===== src/ufe_ram.sv =====
`timescale 1ns / 1ps

module ufe_ram #(
  parameter int unsigned WIDTH = 8,
  parameter int unsigned DEPTH = 16
) (
  input  logic                     clk_i,
  input  logic                     we_i,
  input  logic [$clog2(DEPTH)-1:0] waddr_i,
  input  logic [WIDTH-1:0]         wdata_i,
  input  logic                     re_i,
  input  logic [$clog2(DEPTH)-1:0] raddr_i,
  output logic [WIDTH-1:0]         rdata_o
);

  logic [WIDTH-1:0] mem_q [DEPTH];
  logic [WIDTH-1:0] rdata_q;

  // Read returns the old word on a same-address write.
  always_ff @(posedge clk_i) begin
    if (we_i) begin
      mem_q[waddr_i] <= wdata_i;
    end
    if (re_i) begin
      rdata_q <= mem_q[raddr_i];
    end
  end

  assign rdata_o = rdata_q;

endmodule


===== config.mk =====
export PLATFORM = sky130hd
export DESIGN_NAME = ufe_ram
export DESIGN_NICKNAME = d
export VERILOG_FILES = /design/src/ufe_ram.sv
export SDC_FILE = /design/constraint.sdc
export NUM_CORES = 1
export LEC_CHECK = 0
export BUFFER_PORTS_ARGS = -buffer_cell sky130_fd_sc_hd__buf_2
export CORE_UTILIZATION = 65
export DETAILED_ROUTE_END_ITERATION = 12
export PLACE_DENSITY_LB_ADDON = 0.3
export SYNTH_ARGS = -nofsm -noshare
export SYNTH_HDL_FRONTEND = slang
export SYNTH_SLANG_ARGS = --single-unit

===== constraint.sdc =====
create_clock -name clk_i -period 3.7 [get_ports clk_i]
set_input_delay 0.74 -clock clk_i [delete_from_list [all_inputs] [get_ports clk_i]]
set_output_delay 0.74 -clock clk_i [all_outputs]
set_load 0.1 [all_outputs]

==> results.yml <==
layout:
  antenna_cells: 0
  seqCellArea_um2: 4084
  fillers: 389
  multi_input_area_um2: 1057
  syn_to_final_growth_pct: 15.87
  drive_above_1_share_pct: 28.62
  nets: 289
die:
  rows: 32
  die_w_um: 91.68
  core_area_um2: 7767
  ios: 27
  start_util_pct: 67.30
  fp.dieArea_um2: 8405
  die_h_um: 91.68
sta:
  max_freq_mhz: 468.2
  worstMarginPinSlew_ps: 884.5
  period_share_pct: 57.73
  period_needed_ps: 2136
  slew_viol_final: 0
  rsz0062_at_grt: "no"
  clock-skew-final_ps: 10.83
  setup_viol: 0
  slew-limit-headroom_pct: 40.81
  finalHoldViolations: 0
  setup_tns_ps: 0
  fin_ws_ps: 1564
clock_network:
  ctsResizeCount: 0
  post_cts.repair.setup_buffers: 0
  holdBufCountCts: 0
  htreeDepth: 4
  clock-sinks: 136
  insertion_delay_ps: 520
  clkSlewWorstSetupHoldPaths_ps: 60
  root_buffer: "clkbuf_8"
  clock_path_buffers: 2
  cts_made_buffers: 17
  tritoncts: "built"
routing:
  dr_total_vias: 2547
  wl_per_cell_um: 26.49
  drc: 0
  routed_via_density: 6.616
  ant_nets: 0
  drt_first_iter_violations: 284
  firstDrtPassIters: 5
  wl_mm: 10.20
yosys:
  netlist.area_leader.share_pct: 78.12
  synth_area_um2: 5228
  synth_cell_type_count: 18
  ys_ff_latch: 136
  yosysTopAreaCell: "edfxtp_1"
  synth_seq_area_share_pct: 78.12
  synth_top_cells_by_area: "edfxtp_1 78%, mux4_2 7.8%, mux4_1 7.0%"
  synthCells: 229
  synth_nets: 248
  synth.avg_cell_area_um2: 22.83
  ys_warn_count: 0
critical_path:
  endpoint_kind: "register"
  crit_required_ps: 3960
  ff2ff_setup_slack_ps: 2170
  rr_worst_depth: 3
  path_max_fanout: 18
  critPathKind: "in -> reg"
  worstPathArrival_ps: 2390
  startpoint: "raddr_i[0]"
  start_kind: "primary input"
  r2r_start: "mem_q[0][1]"
  worstReg2RegEnd: "rdata_o[1]"
pwr:
  power.leakage_nw: 2.030
  seq_power_share_pct: 47.6
  power_w: 0.003675
  clkPwrFrac_pct: 46.9
  p_per_area_nw_per_um2: 606.7
  comb_power_share_pct: 5.5
  sw_frac_of_total_pct: 21.18
  intPower_w: 0.002897
  peakVddDrop_uv: 412.6
  power_switching_w: 0.0007782
status:
  outcome: "finished clean"
placed_design:
  place_ws_ps: 1011
  io_buffers: 26
  hpwlAfterDp_mm: 5.844
  routabilityCongestion: 0.7252
global_routing:
  grt_use_met3_pct: 8.209
  antenna_found_initial: 0
  grt_pass1_vias: 2509
  met1_usage_pct: 39.64
  gr-usage-met2_pct: 41.73
  grt-busiest-layer: "met2"
  grt_first_pass_wirelength_mm: 15.41
  track_usage_pct: 27.69
  overflow: 0
  grt_max_degree: 33
hold_path:
  whs_path_depth: 1
  whs_endpoint: "rdata_o[7]"
  hold_path_class: "in -> reg"
  hold_path_startpoint: "re_i"
flow_run:
  max_cap_violations: 0
[cells in the mapped netlist]
library cell	number
nand3b_1	2
edfxtp_1	136
nand2b_1	2
buf_4	1
buf_6	3
a22oi_1	16
clkdlybuf4s25_2	3
or3b_2	1
buf_2	3
nand2_1	9
mux4_2	18
and2_1	1
and2b_1	1
nor2_1	13
nor3_1	4
nand3_1	1
mux4_1	14
nor2b_1	1
[critical path: stages]
cell and delay (ps):
buf_2 470, buf_4 310, mux4_1 580, a22oi_1 200
nand2_1 90
[final cells by class]
type | count | area share, %
Multi-Input combinational cell | 83 | 17.46
Clock inverter | 14 | 3.222
Clock buffer | 18 | 6.899
Timing Repair Buffer | 32 | 2.892
Tap cell | 102 | 2.107
Sequential cell | 136 | 67.42
[power by group through the flow]
stage | Clock, W | Combinational [W] | Sequential (W)
floorplan | 0 | 0.0000876 | 0.00183
global placement | 0 | 0.000195 | 0.00178
detailed placement | 0 | 0.000201 | 0.00178
CTS | 0.00174 | 0.000203 | 0.00175
global route | 0.00181 | 0.000214 | 0.00175
finish | 0.00172 | 0.000202 | 0.00175
[per-stage QoR]
step	std cells	hold slack (ps)	util (%)	area [um^2]
3_3_place_gp	353	728.4	70.09	5444
5_1_grt	385	577.7	77.98	6057
2_1_floorplan	229	704.8	-	5228
3_5_place_dp	353	745.3	70.09	5444
4_1_cts	385	568.3	77.98	6057
6_report	385	591.1	77.98	6057
[state kept, by name, indices dropped and copies added (netlist names)]
| name | flops |
|---|---|
| rdata_o | 8 |
| mem_q | 128 |
[layer usage]
| layer | vias to the layer above | part of all wire (%) |
|---|---|---|
| met5 | - | 0 |
| met4 | 0 | 1.4 |
| met3 | 13 | 7.7 |
| met2 | 145 | 50 |
| met1 | 1324 | 41 |
| li1 | 1065 | - |
[cells in the final DEF, fill, tap and decap left out, types with 4 or more instances in the layout]
| master | Yosys | final |
|---|---|---|
| edfxtp_1 | 136 | 136 |
| nor2_1 | 13 | 13 |
| buf_2 | 3 | 26 |
| nor3_1 | 4 | 4 |
| clkbuf_16 | 0 | 16 |
| buf_4 | 1 | 6 |
| mux4_1 | 14 | 14 |
| a22oi_1 | 16 | 16 |
| bufinv_16 | 0 | 4 |
| nand2_1 | 9 | 9 |
| mux4_2 | 18 | 18 |
[cells by family (layout without fill, tap and decap cells)]
family / after synthesis / after routing / synth area share, %
buffers and inverters: 10 / 64 / 1.651
DFF: 136 / 136 / 78.12
and+or+nand+nor: 35 / 35 / 3.136
AOI/OAI and AO/OA: 16 / 16 / 2.298
muxes: 32 / 32 / 14.79
[worst max path at each step]
stage,endpoint,cells past startpoint
after detailed placement,rdata_o[3],5
after floorplan,mem_q[0][0],2
after CTS,rdata_o[3],5
final,rdata_o[3],5
after global placement,rdata_o[3],5
after global routing,rdata_o[3],5
Power figures use the tool's default switching activity.
