File: src/ufe_pkg.sv
`timescale 1ns / 1ps

package ufe_pkg;

  localparam int unsigned TAG_W  = 10;
  localparam int unsigned SIZE_W = 11;
  localparam int unsigned STAT_W = 2;

  typedef enum logic [1:0] {
    REQ_ADD   = 2'd0,
    REQ_FIND  = 2'd1,
    REQ_MERGE = 2'd2,
    REQ_SIZE  = 2'd3
  } req_e;

  typedef enum logic [STAT_W-1:0] {
    STAT_OK      = 2'd0,
    STAT_INVALID = 2'd1,
    STAT_FULL    = 2'd2
  } stat_e;

  typedef enum logic [3:0] {
    S_IDLE,
    S_DISPATCH,
    S_SIZE,
    S_UP,
    S_CMP,
    S_FOUND,
    S_SZA,
    S_LINK,
    S_RESP
  } ufe_state_e;

  // One access cycle on the parent table.
  typedef struct packed {
    logic             we;
    logic [TAG_W-1:0] waddr;
    logic [TAG_W-1:0] wdata;
    logic             re;
    logic [TAG_W-1:0] raddr;
  } par_req_t;

  // One access cycle on the size table.
  typedef struct packed {
    logic              we;
    logic [TAG_W-1:0]  waddr;
    logic [SIZE_W-1:0] wdata;
    logic              re;
    logic [TAG_W-1:0]  raddr;
  } siz_req_t;

  typedef struct packed {
    logic              valid;
    logic [TAG_W-1:0]  tag;
    logic [SIZE_W-1:0] size;
    stat_e             status;
  } ufe_res_t;

endpackage

File: src/ufe_ctrl.sv
`timescale 1ns / 1ps

module ufe_ctrl
  import ufe_pkg::*;
#(
  parameter int unsigned MAX_ELEMS = 1024
) (
  input  logic              clk_i,
  input  logic              rst_ni,
  input  logic              in_valid_i,
  output logic              in_ready_o,
  input  req_e              in_req_i,
  input  logic [TAG_W-1:0]  in_a_i,
  input  logic [TAG_W-1:0]  in_b_i,
  output par_req_t          par_o,
  input  logic [TAG_W-1:0]  par_rdata_i,
  output siz_req_t          siz_o,
  input  logic [SIZE_W-1:0] siz_rdata_i,
  output ufe_res_t          res_o,
  input  logic              res_ready_i
);

  localparam int unsigned DEPTH = (MAX_ELEMS > (1 << TAG_W)) ? (1 << TAG_W) : MAX_ELEMS;
  localparam int unsigned CW    = $clog2(MAX_ELEMS + 1);
  localparam int unsigned XW    = (CW > TAG_W) ? CW : TAG_W;

  ufe_state_e        state_q, state_d;
  req_e              req_q, req_d;
  logic [TAG_W-1:0]  a_q, a_d, b_q, b_d;
  logic [TAG_W-1:0]  cur_q, cur_d, start_q, start_d;
  logic [TAG_W-1:0]  root_q, root_d, ra_q, ra_d;
  logic              phase_q, phase_d;
  logic [SIZE_W-1:0] sa_q, sa_d;
  logic [TAG_W-1:0]  tag_q, tag_d;
  logic [SIZE_W-1:0] size_q, size_d;
  stat_e             status_q, status_d;
  logic [CW-1:0]     count_q, count_d;

  logic a_ok, b_ok;

  assign a_ok = XW'(a_q) < XW'(count_q);
  assign b_ok = XW'(b_q) < XW'(count_q);

  always_ff @(posedge clk_i or negedge rst_ni) begin
    if (!rst_ni) begin
      state_q <= S_IDLE;
      count_q <= '0;
    end else begin
      state_q <= state_d;
      count_q <= count_d;
    end
  end

  always_ff @(posedge clk_i) begin
    req_q    <= req_d;
    a_q      <= a_d;
    b_q      <= b_d;
    cur_q    <= cur_d;
    start_q  <= start_d;
    root_q   <= root_d;
    ra_q     <= ra_d;
    phase_q  <= phase_d;
    sa_q     <= sa_d;
    tag_q    <= tag_d;
    size_q   <= size_d;
    status_q <= status_d;
  end

  always_comb begin
    logic [SIZE_W-1:0] sb;
    logic              swap;
    state_d    = state_q;
    req_d      = req_q;
    a_d        = a_q;
    b_d        = b_q;
    cur_d      = cur_q;
    start_d    = start_q;
    root_d     = root_q;
    ra_d       = ra_q;
    phase_d    = phase_q;
    sa_d       = sa_q;
    tag_d      = tag_q;
    size_d     = size_q;
    status_d   = status_q;
    count_d    = count_q;
    in_ready_o = 1'b0;
    par_o      = '0;
    siz_o      = '0;
    res_o      = '0;
    sb         = siz_rdata_i;
    swap       = sa_q < sb;

    unique case (state_q)
      S_IDLE: begin
        in_ready_o = 1'b1;
        if (in_valid_i) begin
          req_d   = in_req_i;
          a_d     = in_a_i;
          b_d     = in_b_i;
          state_d = S_DISPATCH;
        end
      end

      S_DISPATCH: begin
        tag_d    = '0;
        size_d   = '0;
        status_d = STAT_OK;
        state_d  = S_RESP;
        unique case (req_q)
          REQ_ADD: begin
            if (count_q >= CW'(MAX_ELEMS)) begin
              status_d = STAT_FULL;
            end else begin
              // Tags past the tag range can never be named; skip their entries.
              if (XW'(count_q) < XW'(DEPTH)) begin
                par_o.we    = 1'b1;
                par_o.waddr = TAG_W'(count_q);
                par_o.wdata = TAG_W'(count_q);
                siz_o.we    = 1'b1;
                siz_o.waddr = TAG_W'(count_q);
                siz_o.wdata = SIZE_W'(1);
              end
              tag_d   = TAG_W'(count_q);
              count_d = count_q + CW'(1);
            end
          end
          REQ_SIZE: begin
            if (!a_ok) begin
              status_d = STAT_INVALID;
            end else begin
              siz_o.re    = 1'b1;
              siz_o.raddr = a_q;
              state_d     = S_SIZE;
            end
          end
          REQ_FIND, REQ_MERGE: begin
            if (!a_ok || (req_q == REQ_MERGE && !b_ok)) begin
              status_d = STAT_INVALID;
            end else begin
              cur_d       = a_q;
              start_d     = a_q;
              phase_d     = 1'b0;
              par_o.re    = 1'b1;
              par_o.raddr = a_q;
              state_d     = S_UP;
            end
          end
          default: status_d = STAT_INVALID;
        endcase
      end

      S_SIZE: begin
        size_d  = siz_rdata_i;
        state_d = S_RESP;
      end

      // Climb toward the root, one parent read per cycle.
      S_UP: begin
        if (par_rdata_i == cur_q) begin
          root_d = cur_q;
          if (start_q == cur_q) begin
            state_d = S_FOUND;
          end else begin
            cur_d       = start_q;
            par_o.re    = 1'b1;
            par_o.raddr = start_q;
            state_d     = S_CMP;
          end
        end else begin
          cur_d       = par_rdata_i;
          par_o.re    = 1'b1;
          par_o.raddr = par_rdata_i;
        end
      end

      // Walk the path again, pointing each node at the root.
      S_CMP: begin
        par_o.we    = 1'b1;
        par_o.waddr = cur_q;
        par_o.wdata = root_q;
        if (par_rdata_i == root_q) begin
          state_d = S_FOUND;
        end else begin
          cur_d       = par_rdata_i;
          par_o.re    = 1'b1;
          par_o.raddr = par_rdata_i;
        end
      end

      S_FOUND: begin
        if (req_q == REQ_FIND) begin
          tag_d   = root_q;
          state_d = S_RESP;
        end else if (!phase_q) begin
          ra_d        = root_q;
          phase_d     = 1'b1;
          cur_d       = b_q;
          start_d     = b_q;
          par_o.re    = 1'b1;
          par_o.raddr = b_q;
          state_d     = S_UP;
        end else if (root_q == ra_q) begin
          tag_d   = ra_q;
          state_d = S_RESP;
        end else begin
          siz_o.re    = 1'b1;
          siz_o.raddr = ra_q;
          state_d     = S_SZA;
        end
      end

      S_SZA: begin
        sa_d        = siz_rdata_i;
        siz_o.re    = 1'b1;
        siz_o.raddr = root_q;
        state_d     = S_LINK;
      end

      // Link the smaller root under the larger; ties keep the first root.
      S_LINK: begin
        par_o.we    = 1'b1;
        par_o.waddr = swap ? ra_q : root_q;
        par_o.wdata = swap ? root_q : ra_q;
        siz_o.we    = 1'b1;
        siz_o.waddr = swap ? root_q : ra_q;
        siz_o.wdata = sa_q + sb;
        tag_d       = swap ? root_q : ra_q;
        state_d     = S_RESP;
      end

      S_RESP: begin
        res_o.valid  = 1'b1;
        res_o.tag    = tag_q;
        res_o.size   = size_q;
        res_o.status = status_q;
        if (res_ready_i) begin
          state_d = S_IDLE;
        end
      end

      default: state_d = S_IDLE;
    endcase
  end

  a_count_bound: assert property (@(posedge clk_i) disable iff (!rst_ni)
    count_q <= CW'(MAX_ELEMS))
    else $error("element count past capacity");

  a_count_step: assert property (@(posedge clk_i) disable iff (!rst_ni)
    (count_q != $past(count_q)) |-> (count_q == $past(count_q) + CW'(1)))
    else $error("element count moved by more than one");

  a_full_only_at_cap: assert property (@(posedge clk_i) disable iff (!rst_ni)
    (res_o.valid && res_o.status == STAT_FULL) |-> (count_q == CW'(MAX_ELEMS)))
    else $error("full status with room left");

  a_par_no_collide: assert property (@(posedge clk_i) disable iff (!rst_ni)
    (par_o.we && par_o.re) |-> (par_o.waddr != par_o.raddr))
    else $error("parent table read and write hit one entry");

endmodule

File: config.mk
export PLATFORM = sky130hd
export DESIGN_NAME = ufe_ctrl
export DESIGN_NICKNAME = d
export VERILOG_FILES = /design/src/ufe_pkg.sv /design/src/ufe_ctrl.sv
export SDC_FILE = /design/constraint.sdc
export NUM_CORES = 1
export LEC_CHECK = 0
export BUFFER_PORTS_ARGS = -buffer_cell sky130_fd_sc_hd__buf_2
export CORE_AREA = 2 2 119 121
export CTS_CLUSTER_DIAMETER = 40
export DETAILED_ROUTE_END_ITERATION = 8
export DIE_AREA = 0 0 121 123
export PLACE_DENSITY = 0.82
export REMOVE_ABC_BUFFERS = 1
export SLEW_MARGIN = 5
export SYNTH_ARGS = -nofsm -noshare
export SYNTH_HDL_FRONTEND = slang
export SYNTH_SLANG_ARGS = --single-unit
File: constraint.sdc
create_clock -name clk_i -period 4 [get_ports clk_i]
set_input_delay 0.6 -clock clk_i [delete_from_list [all_inputs] [get_ports clk_i]]
set_output_delay 0.6 -clock clk_i [all_outputs]
set_load 0.01 [all_outputs]
==> qor.yml <==
status:
  status: "finished, final reports clean"
global_route:
  antenna_found_initial: 0
  grt_max_degree: 33
  grt_pass1_wl_microns: 32600
  grt_usage_pct: 28.4
  grt_pass1_vias: 6132
  gr-total-overflow: 0
floorplanning:
  core_sq_um: 13600
  die_h_microns: 123
  die-area_sq_um: 14900
  initial_core_util_pct: 56.0
  ios: 137
  rows: 43
  die_w_microns: 121
setup_path:
  crit_required_ps: 3400
  critPathCaptureType: "output pin"
  rr_startpoint: "state_q[3]"
  crit_type: "reg -> out"
  cp_max_fo: 12
  r2r_cells: 7
  r2r_end: "cur_q[9]"
  reg2reg_setup_slack_ps: 1000
  worstPathArrival_ps: 3260
  critPathLaunchType: "flip-flop"
power:
  combPwrFrac_pct: 30.1
  internal-power_mw: 2.40
  pwr-share-clk_pct: 23.0
  switchingPower_mw: 1.30
  p_leak_nw: 3.59
  p_seq_share_pct: 46.9
  power_mw: 3.70
  switching_share_pct: 35.2
  power_density_nw_per_um2: 425
  ir_drop_mv: 0.297
cts:
  post-cts-setup-buffers: 0
  clk_latency_ps: 360
  ctsResizeCount: 0
  path_clk_slew_ps: 70
  cts_buffer_depth: 2
  clkSinkCount: 112
  h-tree-depth: 3
  root_buffer: "clkbuf_16"
  numCtsBuffers: 9
  cts_tree: "done"
  hold_buffers: 0
detailed_routing:
  via_per_inst: 6.34
  postRouteAntennaNets: 0
  drc: 0
  drt_iter0_drc: 818
  wl_per_cell_microns: 20.0
  route.vias.total: 6698
  first_pass_iters: 7
  totalWireLength_microns: 21200
final_layout:
  final_cell_mix: "buf_2, edfxtp_1, nand2_1"
  area_delta_synth_final_pct: 14.2
  largestRegisters: "count_q x11, sa_q x11, size_q x11"
  layout_commonest_cell: "buf_2"
  layout-drive-gt1-share_pct: 21.7
  finalNetCount: 966
  regArea_sq_um: 3290
  multi_input_area_sq_um: 3940
  antennaDiodeCount: 0
  n_fill_cell: 1103
yosys:
  yosysWarnings: 0
  ys_types: 65
  synth.top_cell.area_share_pct: 38.2
  syn_area_sq_um: 7620
  syn-instance-count: 755
  ys_seq_elements: 112
  synth_edf_count: 97
  synth_top_area_cell: "edfxtp_1"
  synthFlopType: "edfxtp_1"
  synth_area_leaders: "edfxtp_1, ha_1, dfrtp_1"
  postSynth.asyncResetShare_pct: 13.4
  seq_area_frac_synth_pct: 43.1
  postSynthAreaPerCell_sq_um: 10.1
sta:
  tightestPinTransition_ps: 939
  fmax_ghz: 0.259
  setup_viol: 0
  rsz0062_at_grt: "no"
  slew_headroom_pct: 37.4
  maxSlewViolCount: 0
  fin_setup_tns_ps: 0
  fin_worst_skew_ps: 5.89
  layout_min_cycle_time_ps: 3860
  post-route-period-util_pct: 96.6
  hold_violations: 0
placement:
  io_buffers: 136
  place_congestion: 0.994
  dp_hpwl_microns: 16000
flow_run:
  drv_cap: 0
hold_path:
  min_path_type: "in -> async"
[kinds of logic after synthesis]
kind of cell,share of synthesized area (%)
muxes,2.76
DFF,43.1
AOI/OAI and AO/OA,19.4
adders and majority gates,7.65
buffers and inverters,5.33
xor gates and xnor gates,6.20
and+or+nand+nor,15.6
[cells in the mapped netlist, types with 13 or more instances]
master / instances
nor3_1: 18
and2_1: 37
nand3_1: 27
edfxtp_1: 97
a21oi_1: 29
nand2_1: 52
xor2_1: 22
nor2_1: 29
inv_1: 48
dfrtp_1: 15
ha_1: 45
a221o_1: 28
mux2i_1: 21
o21ai_0: 46
a22oi_1: 22
nor4_1: 13
nand4_1: 16
xnor2_1: 32
clkbuf_1: 23
[critical path: stages (launching register included)]
cell and delay (ps):
dfrtp_1 440, inv_1 200, ha_1 280, a211o_1 300
a31oi_1 150, nor3_1 100, o21ai_1 270, nand3_1 470
o21ai_0 480, buf_2 200
[layer usage]
| layer | part of all wire (%) | vias to the layer above | track usage (%) | routed length, microns |
|---|---|---|---|---|
| li1 | - | 3086 | - | - |
| met1 | 41 | 3112 | 40.2 | 8770 |
| met2 | 46 | 449 | 44.1 | 9700 |
| met3 | 9.9 | 51 | 4.24 | 2090 |
| met4 | 2.8 | 0 | 11.3 | 600 |
| met5 | 0 | - | 0 | 0 |
[power groups by stage]
stage / Combinational, mW / Sequential [mW] / Clock [mW]
2_1_floorplan: 0.726 / 1.69 / 0
5_1_grt: 1.23 / 1.76 / 0.896
3_3_place_gp: 1.07 / 1.74 / 0
4_1_cts: 1.10 / 1.73 / 0.852
3_5_place_dp: 1.10 / 1.75 / 0
6_report: 1.11 / 1.74 / 0.851
[worst max-delay path by stage]
stage                         from         to  depth (start not counted)
floorplan               state_q[3]   tag_q[0]                          6
global placement    siz_rdata_i[2]  par_o[13]                         10
detailed placement  siz_rdata_i[5]  siz_o[22]                         10
CTS                     count_q[2]   siz_o[0]                          9
global route            count_q[2]   siz_o[1]                          9
finish                  count_q[2]   siz_o[0]                          9
[layout make-up]
class | count | area share [%]
multi-input combinational | 548 | 45.2
clock inverter | 6 | 0.517
clock buffer | 9 | 2.59
sequential | 112 | 37.7
timing repair buffer | 152 | 9.19
inverter | 50 | 2.15
tap | 180 | 2.59
[per-stage QoR]
step / area, sq um / std cells / worst slack, ps / hold slack, ps / utilization, %
after floorplan: 7410 / 710 / 228 / 304 / -
after global placement: 8440 / 1042 / 604 / 486 / 62.0
after detailed placement: 8440 / 1042 / 523 / 494 / 62.0
after CTS: 8710 / 1057 / 274 / 160 / 64.0
after global routing: 8710 / 1057 / 20.5 / 170 / 64.0
final: 8710 / 1057 / 136 / 164 / 64.0
(Power assumes the default switching activity.)
